**src/rtl/sqe_pkg.sv**
```systemverilog
// Shared types and codes for the stack/queue opcode engine.
`timescale 1ns / 1ps

package sqe_pkg;

	localparam int unsigned WORD_W   = 32;
	localparam int unsigned MODE_W   = 3;
	localparam int unsigned STATUS_W = 2;

	// Operation codes carried in the mode field.
	localparam logic [MODE_W-1:0] OP_PUSH = 3'd0;
	localparam logic [MODE_W-1:0] OP_LIST = 3'd1;
	localparam logic [MODE_W-1:0] OP_PEEK = 3'd2;
	localparam logic [MODE_W-1:0] OP_POP  = 3'd3;
	localparam logic [MODE_W-1:0] OP_SWAP = 3'd4;

	// Status codes returned with every result word.
	localparam logic [STATUS_W-1:0] ST_OK    = 2'd0;
	localparam logic [STATUS_W-1:0] ST_EMPTY = 2'd1;
	localparam logic [STATUS_W-1:0] ST_SHORT = 2'd2;
	localparam logic [STATUS_W-1:0] ST_FULL  = 2'd3;

	typedef struct packed {
		logic [MODE_W-1:0]        mode;
		logic signed [WORD_W-1:0] value;
	} sqe_in_t;

	typedef struct packed {
		logic signed [WORD_W-1:0] value_res;
		logic [STATUS_W-1:0]      status;
		logic                     last;
	} sqe_out_t;

	// Commands from the controller to the datapath.
	typedef struct packed {
		logic                load;
		logic                rd_next;
		logic                save_tmp;
		logic                push;
		logic                pop;
		logic                wr_top;
		logic                wr_ptr;
		logic                emit;
		logic                emit_data;
		logic                emit_last;
		logic [STATUS_W-1:0] emit_status;
	} sqe_cmd_t;

	// Status from the datapath to the controller.
	typedef struct packed {
		logic [MODE_W-1:0] mode;
		logic              empty;
		logic              full;
		logic              short_occ;
		logic              list_last;
	} sqe_stat_t;

	typedef enum logic [2:0] {
		S_IDLE,
		S_EXEC,
		S_LIST,
		S_SWAP_A,
		S_SWAP_B
	} sqe_state_t;

endpackage

```
**src/rtl/sqe_ctrl.sv**
```systemverilog
// Controller state machine of the stack/queue opcode engine.
`timescale 1ns / 1ps

module sqe_ctrl
	import sqe_pkg::*;
(
	input  logic      clk,
	input  logic      arst_n,
	input  logic      start,
	input  sqe_stat_t stat,
	output sqe_cmd_t  cmd,
	output logic      busy
);

	sqe_state_t state_q, state_d;

	always_ff @(posedge clk or negedge arst_n) begin
		if (!arst_n) begin
			state_q <= S_IDLE;
		end else begin
			state_q <= state_d;
		end
	end

	always_comb begin
		state_d = state_q;
		cmd     = '0;
		busy    = (state_q != S_IDLE);
		unique case (state_q)
			S_IDLE: begin
				if (start) begin
					cmd.load = 1'b1;
					state_d  = S_EXEC;
				end
			end
			S_EXEC: begin
				state_d       = S_IDLE;
				cmd.emit_last = 1'b1;
				unique case (stat.mode)
					OP_PUSH: begin
						cmd.emit = 1'b1;
						if (stat.full) begin
							cmd.emit_status = ST_FULL;
						end else begin
							cmd.push        = 1'b1;
							cmd.emit_status = ST_OK;
						end
					end
					OP_LIST: begin
						// An empty store lists nothing at all.
						if (!stat.empty) begin
							cmd.emit      = 1'b1;
							cmd.emit_data = 1'b1;
							cmd.emit_last = stat.list_last;
							if (!stat.list_last) begin
								cmd.rd_next = 1'b1;
								state_d     = S_LIST;
							end
						end
					end
					OP_PEEK: begin
						cmd.emit = 1'b1;
						if (stat.empty) begin
							cmd.emit_status = ST_EMPTY;
						end else begin
							cmd.emit_data   = 1'b1;
							cmd.emit_status = ST_OK;
						end
					end
					OP_POP: begin
						cmd.emit = 1'b1;
						if (stat.empty) begin
							cmd.emit_status = ST_EMPTY;
						end else begin
							cmd.pop         = 1'b1;
							cmd.emit_status = ST_OK;
						end
					end
					OP_SWAP: begin
						if (stat.short_occ) begin
							cmd.emit        = 1'b1;
							cmd.emit_status = ST_SHORT;
						end else begin
							cmd.rd_next  = 1'b1;
							cmd.save_tmp = 1'b1;
							state_d      = S_SWAP_A;
						end
					end
					default: begin
						cmd.emit_last = 1'b0;
					end
				endcase
			end
			S_LIST: begin
				cmd.emit      = 1'b1;
				cmd.emit_data = 1'b1;
				cmd.emit_last = stat.list_last;
				if (stat.list_last) begin
					state_d = S_IDLE;
				end else begin
					cmd.rd_next = 1'b1;
				end
			end
			S_SWAP_A: begin
				cmd.wr_top = 1'b1;
				state_d    = S_SWAP_B;
			end
			S_SWAP_B: begin
				cmd.wr_ptr      = 1'b1;
				cmd.emit        = 1'b1;
				cmd.emit_last   = 1'b1;
				cmd.emit_status = ST_OK;
				state_d         = S_IDLE;
			end
			default: begin
				state_d = S_IDLE;
			end
		endcase
	end

endmodule

```
**src/rtl/sqe_dp.sv**
```systemverilog
// Datapath of the stack/queue opcode engine: word memory, ring pointers and result register.
`timescale 1ns / 1ps

module sqe_dp
	import sqe_pkg::*;
#(
	parameter int unsigned DEPTH = 64
) (
	input  logic      clk,
	input  logic      arst_n,
	input  sqe_in_t   cmd_in,
	input  logic      cfg_we,
	input  logic      cfg_data,
	input  sqe_cmd_t  cmd,
	output sqe_stat_t stat,
	output sqe_out_t  res,
	output logic      res_valid
);

	localparam int unsigned AW = (DEPTH > 1) ? $clog2(DEPTH) : 1;
	localparam int unsigned OW = $clog2(DEPTH + 1);
	localparam logic [AW:0]   DEPTH_A = (AW+1)'(DEPTH);
	localparam logic [AW-1:0] LAST_POS = AW'(DEPTH - 1);
	localparam logic [OW-1:0] DEPTH_O = OW'(DEPTH);

	logic [WORD_W-1:0] mem [DEPTH];

	logic [AW-1:0]       top_q, ptr_q;
	logic [OW-1:0]       occ_q, cnt_q;
	logic                stack_mode_q;
	logic [MODE_W-1:0]   mode_q;
	logic [WORD_W-1:0]   value_q, tmp_q, rd_data_q;
	sqe_out_t            res_q;
	logic                res_valid_q;

	logic [AW-1:0]     top_inc, top_dec, ptr_inc, top_occ, rd_addr, wr_addr;
	logic [AW:0]       occ_sum;
	logic [WORD_W-1:0] wr_data;
	logic              rd_en, wr_en;

	function automatic logic [AW-1:0] ring_inc(input logic [AW-1:0] p);
		logic [AW:0] s;
		s = {1'b0, p} + (AW+1)'(1);
		if (s >= DEPTH_A) begin
			s = s - DEPTH_A;
		end
		return s[AW-1:0];
	endfunction

	assign top_inc = ring_inc(top_q);
	assign ptr_inc = ring_inc(ptr_q);
	assign top_dec = (top_q == '0) ? LAST_POS : top_q - AW'(1);

	// Occupancy is below the depth whenever a queue push is taken, so one
	// subtract brings the sum back onto the ring.
	assign occ_sum = {1'b0, top_q} + {1'b0, occ_q[AW-1:0]};
	assign top_occ = (occ_sum >= DEPTH_A) ? AW'(occ_sum - DEPTH_A) : occ_sum[AW-1:0];

	assign rd_en   = cmd.load | cmd.rd_next;
	assign rd_addr = cmd.load ? top_q : ptr_inc;

	always_comb begin
		wr_en   = 1'b0;
		wr_addr = top_q;
		wr_data = rd_data_q;
		priority if (cmd.push) begin
			wr_en   = 1'b1;
			wr_addr = stack_mode_q ? top_dec : top_occ;
			wr_data = value_q;
		end else if (cmd.wr_top) begin
			wr_en = 1'b1;
		end else if (cmd.wr_ptr) begin
			wr_en   = 1'b1;
			wr_addr = ptr_q;
			wr_data = tmp_q;
		end
	end

	always_ff @(posedge clk) begin
		if (wr_en) begin
			mem[wr_addr] <= wr_data;
		end
		if (rd_en) begin
			rd_data_q <= mem[rd_addr];
		end
	end

	always_ff @(posedge clk) begin
		if (cmd.load) begin
			mode_q  <= cmd_in.mode;
			value_q <= cmd_in.value;
		end
		if (cmd.save_tmp) begin
			tmp_q <= rd_data_q;
		end
		if (cmd.emit) begin
			res_q.value_res <= cmd.emit_data ? rd_data_q : '0;
			res_q.status    <= cmd.emit_status;
			res_q.last      <= cmd.emit_last;
		end
	end

	always_ff @(posedge clk or negedge arst_n) begin
		if (!arst_n) begin
			top_q        <= '0;
			occ_q        <= '0;
			ptr_q        <= '0;
			cnt_q        <= '0;
			stack_mode_q <= 1'b1;
			res_valid_q  <= 1'b0;
		end else begin
			res_valid_q <= cmd.emit;
			if (cfg_we) begin
				stack_mode_q <= cfg_data;
			end
			if (cmd.load) begin
				ptr_q <= top_q;
				cnt_q <= '0;
			end else begin
				if (cmd.rd_next) begin
					ptr_q <= ptr_inc;
				end
				if (cmd.emit) begin
					cnt_q <= cnt_q + OW'(1);
				end
			end
			if (cmd.push) begin
				occ_q <= occ_q + OW'(1);
				if (stack_mode_q) begin
					top_q <= top_dec;
				end
			end else if (cmd.pop) begin
				occ_q <= occ_q - OW'(1);
				top_q <= top_inc;
			end
		end
	end

	assign stat.mode      = mode_q;
	assign stat.empty     = (occ_q == '0);
	assign stat.full      = (occ_q == DEPTH_O);
	assign stat.short_occ = (occ_q < OW'(2));
	assign stat.list_last = ((cnt_q + OW'(1)) == occ_q);

	assign res       = res_q;
	assign res_valid = res_valid_q;

endmodule

```
**src/rtl/stack_queue_opcode_engine.sv**
```systemverilog
// Top level of the stack/queue opcode engine.
//
//   channel   ports                            handshake
//   command   start, busy, cmd                 taken when start and not busy
//   result    res_valid, res                   one-cycle strobe, no back-pressure
//   config    cfg_valid, cfg_ready, cfg_data   written when valid and ready
//
// Between one accept and the earliest next one, push, peek, pop, every error and the
// unused codes pass through S_EXEC only; swap passes through S_EXEC, S_SWAP_A and
// S_SWAP_B; list emits one word per cycle from S_EXEC and S_LIST, or none on an empty store.
// The word memory has one read and one write port, so swap reads its two words one
// after the other and writes them back one after the other.
// Each result word is registered before it appears on res.
// Reset clears the pointers and occupancy and sets stack mode; memory contents are not reset.
// The receiver cannot stall; cfg_ready is always high.
`timescale 1ns / 1ps

module stack_queue_opcode_engine
	import sqe_pkg::*;
#(
	parameter int unsigned DEPTH = 64
) (
	input  logic     clk,
	input  logic     arst_n,
	input  logic     start,
	output logic     busy,
	input  sqe_in_t  cmd,
	output logic     res_valid,
	output sqe_out_t res,
	input  logic     cfg_valid,
	output logic     cfg_ready,
	input  logic     cfg_data
);

	sqe_cmd_t  ctl_cmd;
	sqe_stat_t dp_stat;

	assign cfg_ready = 1'b1;

	sqe_ctrl u_ctrl (
		.clk    (clk),
		.arst_n (arst_n),
		.start  (start),
		.stat   (dp_stat),
		.cmd    (ctl_cmd),
		.busy   (busy)
	);

	sqe_dp #(
		.DEPTH (DEPTH)
	) u_dp (
		.clk       (clk),
		.arst_n    (arst_n),
		.cmd_in    (cmd),
		.cfg_we    (cfg_valid & cfg_ready),
		.cfg_data  (cfg_data),
		.cmd       (ctl_cmd),
		.stat      (dp_stat),
		.res       (res),
		.res_valid (res_valid)
	);

endmodule
```
**config.mk**
```make
export PLATFORM = sky130hd
export DESIGN_NAME = stack_queue_opcode_engine
export DESIGN_NICKNAME = d
export VERILOG_FILES = /design/src/rtl/sqe_pkg.sv /design/src/rtl/sqe_ctrl.sv /design/src/rtl/sqe_dp.sv /design/src/rtl/stack_queue_opcode_engine.sv
export SDC_FILE = /design/constraint.sdc
export NUM_CORES = 2
export LEC_CHECK = 0
export ABC_AREA = 0
export BUFFER_PORTS_ARGS = -buffer_cell sky130_fd_sc_hd__buf_2
export CELL_PAD_IN_SITES_DETAIL_PLACEMENT = 1
export CELL_PAD_IN_SITES_GLOBAL_PLACEMENT = 2
export CORE_MARGIN = 2
export CORE_UTILIZATION = 53
export DETAILED_ROUTE_END_ITERATION = 8
export PLACE_DENSITY = 0.9
export SYNTH_ARGS = -nofsm -noshare
export SYNTH_HDL_FRONTEND = slang
export SYNTH_SLANG_ARGS = --single-unit
```
**constraint.sdc**
```tcl
create_clock -name clk -period 11.37 [get_ports clk]
set_clock_uncertainty 0.15 [all_clocks]
set_input_delay 1.137 -clock clk [delete_from_list [all_inputs] [get_ports clk]]
set_output_delay 1.137 -clock clk [all_outputs]
set_load 0.02 [all_outputs]
```
==> qor.csv <==
stage,metric,value,unit
die,core_area,162000,µm²
clock_network,ctsHtreeMaxLevel,4,
placement,dp_hpwl,149,mm
finish,final.fill_count,13700,
drt,drt_iter0_markers,7509,
critical_path,critPathArrivalTime,7.35,ns
clock_network,clock-sinks,2213,
synth,yosysUniqueCellTypes,66,
die,die_w,408,µm
finish,final_common_cell,edfxtp_1,
synth,netlist_area,86400,µm²
status,violations,"capacitance limit, slew limit",
drt,drt_wl_total,276,mm
sta,grt_setup_unrepaired,false,
synth,yosys_warnings,0,
finish,area_growth,12.8,%
critical_path,cp_max_fo,53,
global_route,gr-usage-all-layers,33.2,%
placement,port-buffer-count,76,
placement,dp.cells,6706,
global_route,grt_max_degree,141,
clock_network,cts_buffer_depth,3,
finish,fin_cells,7106,
synth,synth_edf_count,2182,
global_route,grt_pass1_wl,391,mm
synth,synth_seq_area_share,76.7,%
finish,nets,4800,
clock_network,post_cts_buffers,0,
synth,syn_nets,4608,
critical_path,reg2reg_depth,9,
sta,worstMarginPinSlew,1.58,ns
global_route,overflow,0,
placement,routabilityCongestion,0.853,
power,p_leak,31.2,nW
sta,hold_ws,0.260,ns
die,io_pins,78,
drt,avgRoutedWirePerCell,38.8,µm
sta,max_slew_margin,-6.53,%
clock_network,cts_resized,0,
sta,fin_setup_tns,0,ns
status,outcome,"finished, violations left",
synth,netlist_instances,4551,
clock_network,cts_tree,built,
synth,synth-simple-area-share,4.01,%
sta,layout_min_cycle_time,6.82,ns
critical_path,rrSetupSlack,4.55,ns
sta,final_hold_viol_count,0,
min_path,min_path_type,in2async,
drt,drc,0,
die,die_area,166000,µm²
power,power.density,318,nW/µm²
critical_path,path_delay_family,buffers and inverters,
drt,vias_per_cell,6.99,
critical_path,rr_startpoint,u_ctrl.state_q[2]$_DFFE_PN0P_,
finish,ff_latch_area,66300,µm²
critical_path,crit_chain,"or4b_1, clkinv_4, mux2i_4, buf_4, buf_4, mux4_2, nand2_1, a32oi_1, o2bb2ai_1",
synth,synth-compound-area-share,4.41,%
critical_path,path_common_cell,buf_4,
synth,synth-async-reset-ratio,1.40,%
critical_path,cp-start-kind,flip-flop,
sta,slew_violations,3,
clock_network,cts-root-buf,clkbuf_16,
drt,first_pass_iters,6,
run,max_cap_violations,3,
die,die_h,408,µm
synth,synth_xor_area_share,0.274,%
synth,synthMuxAreaShare,12.7,%
clock_network,clk_pin_slew,0.06,ns
synth,ys.flop_type,edfxtp_1,
critical_path,worstSetupPathType,reg2reg,
power,ir_drop,398,µV
global_route,antenna_found_initial,17,
synth,synth-seq-cells,2213,
die,rows,148,
finish,final_cell_mix,"2182 x edfxtp_1, 409 x nand2_1, 347 x mux4_2",
synth,synth_fa_ha_area_share,0.264,%
clock_network,insertion_delay,0.86,ns
sta,fmax,147,MHz
critical_path,cp.required,11.89,ns
synth,synth_top_family_by_area,multiplexers,
critical_path,slowest_stage,a32oi_1,
finish,fin_util,60.0,%
sta,setup_viol,0,
clock_network,cts_buffers,210,
clock_network,cts_hold_buf,0,
die,start_util,53.2,%
critical_path,worstReg2RegEnd,u_dp.rd_data_q[23]$_DFFE_PP_,
drt,route.vias.total,49700,
critical_path,max_stage_delay,1.28,ns
critical_path,worst-path-buf-inv,3,
global_route,first_global_vias,51700,
finish,multiInputGateArea,19600,µm²
drt,detail-route-antenna-nets,0,
critical_path,end_kind,flip-flop,
finish,drive_gt1_share,21.6,%
synth,syn_area_per_cell,19.0,µm²
sta,min_period_over_period,60.0,%
-- state kept, by name, summed over array words and instances, names as in the netlist --
name and cells:
u_ctrl.state_q 3, u_dp.cnt_q 7, u_dp.mem 2048, u_dp.mode_q 3, u_dp.occ_q 7, u_dp.ptr_q 6, u_dp.rd_data_q 32, u_dp.res 35
u_dp.res_valid 1, u_dp.stack_mode_q 1, u_dp.tmp_q 32, u_dp.top_q 6, u_dp.value_q 32
-- area by class of cell --
class / instances / share of cell area, %
repair buffers: 265 / 1.94
flip-flops and latches: 2213 / 68.0
well taps: 2175 / 2.79
multi-input cells: 2035 / 20.2
clock buffers: 256 / 5.63
inverters: 18 / 0.0744
diodes: 7 / 0.0180
clock inverters: 137 / 1.38
-- how the worst max path moves through the flow --
stage | start | end | slack, ns | depth (start not counted)
2_1_floorplan | u_dp.occ_q[1]$_DFFE_PN0P_ | u_dp.mem[33][0]$_DFFE_PP_ | 5.95 | 11
3_3_place_gp | start | u_dp.rd_data_q[29]$_DFFE_PP_ | 3.27 | 10
3_5_place_dp | start | u_dp.rd_data_q[24]$_DFFE_PP_ | 3.95 | 10
4_1_cts | u_ctrl.state_q[2]$_DFFE_PN0P_ | u_dp.rd_data_q[24]$_DFFE_PP_ | 4.61 | 9
5_1_grt | u_ctrl.state_q[2]$_DFFE_PN0P_ | u_dp.rd_data_q[23]$_DFFE_PP_ | 4.28 | 9
6_report | u_ctrl.state_q[2]$_DFFE_PN0P_ | u_dp.rd_data_q[23]$_DFFE_PP_ | 4.55 | 9
-- cell families (layout without fill, tap and decap cells) --
group	count (synthesis)	after routing
buffers and inverters	303	676
AND/OR/NAND/NOR	775	775
other	1	8
adder cells (fa/ha/maj)	17	17
flip-flops	2213	2213
AO/OA/AOI/OAI	555	555
XOR/XNOR	27	27
multiplexers	660	660
-- per-stage QoR --
step	cell area [µm²]	worst slack [ns]	power, mW
final	97500	4.55	31.0
after global routing	97500	4.28	31.6
after CTS	97500	4.61	30.7
after detailed placement	90600	3.95	23.4
after global placement	90600	3.27	22.9
after floorplan	86400	5.95	18.5
-- synthesized netlist by cell type (5+ instances only) --
| master | number | area share, % |
|---|---|---|
| nand2_1 | 409 | 1.8 |
| o2bb2ai_1 | 24 | 0.24 |
| nor2_1 | 42 | 0.18 |
| clkbuf_1 | 143 | 0.62 |
| xor2_1 | 9 | 0.091 |
| buf_4 | 16 | 0.14 |
| buf_6 | 8 | 0.10 |
| buf_1 | 21 | 0.091 |
| a21o_1 | 6 | 0.052 |
| o211ai_1 | 5 | 0.043 |
| xnor2_1 | 18 | 0.18 |
| nand4_1 | 11 | 0.080 |
| a221oi_1 | 8 | 0.081 |
| and2_1 | 37 | 0.27 |
| mux2i_1 | 297 | 3.4 |
| o21ai_0 | 75 | 0.43 |
| o22ai_1 | 55 | 0.40 |
| dfrtp_1 | 30 | 0.87 |
| a21oi_1 | 102 | 0.59 |
| or3_1 | 31 | 0.22 |
| a22oi_1 | 37 | 0.32 |
| a211o_1 | 50 | 0.51 |
| o31ai_1 | 8 | 0.070 |
| a31oi_1 | 66 | 0.48 |
| buf_2 | 97 | 0.56 |
| nor3_1 | 182 | 1.1 |
| mux2_2 | 16 | 0.21 |
| o21a_1 | 6 | 0.052 |
| mux4_2 | 347 | 9.0 |
| nand3_1 | 31 | 0.18 |
| a32o_1 | 12 | 0.14 |
| inv_1 | 16 | 0.070 |
| ha_1 | 15 | 0.22 |
| nand2b_1 | 6 | 0.043 |
| a32oi_1 | 60 | 0.61 |
| edfxtp_1 | 2182 | 76 |
| a211oi_1 | 10 | 0.087 |
| and3_1 | 5 | 0.036 |
-- power breakdown --
group / switching (mW) / internal (mW) / total (mW)
combinational: 8.85 / 3.82 / 12.7
sequential: 0.416 / 10.9 / 11.3
clock: 3.18 / 3.91 / 7.08
total: 12.4 / 18.6 / 31.0
-- routing by layer --
metal	wire, µm	global-route usage, %	vias up
met4	19400	20.2	12
met3	34600	9.76	975
met5	75	0	-
li1	-	-	18900
met1	92100	41.1	25800
met2	130000	52.0	4030
No activity file was read; power rests on OpenSTA's default activity.
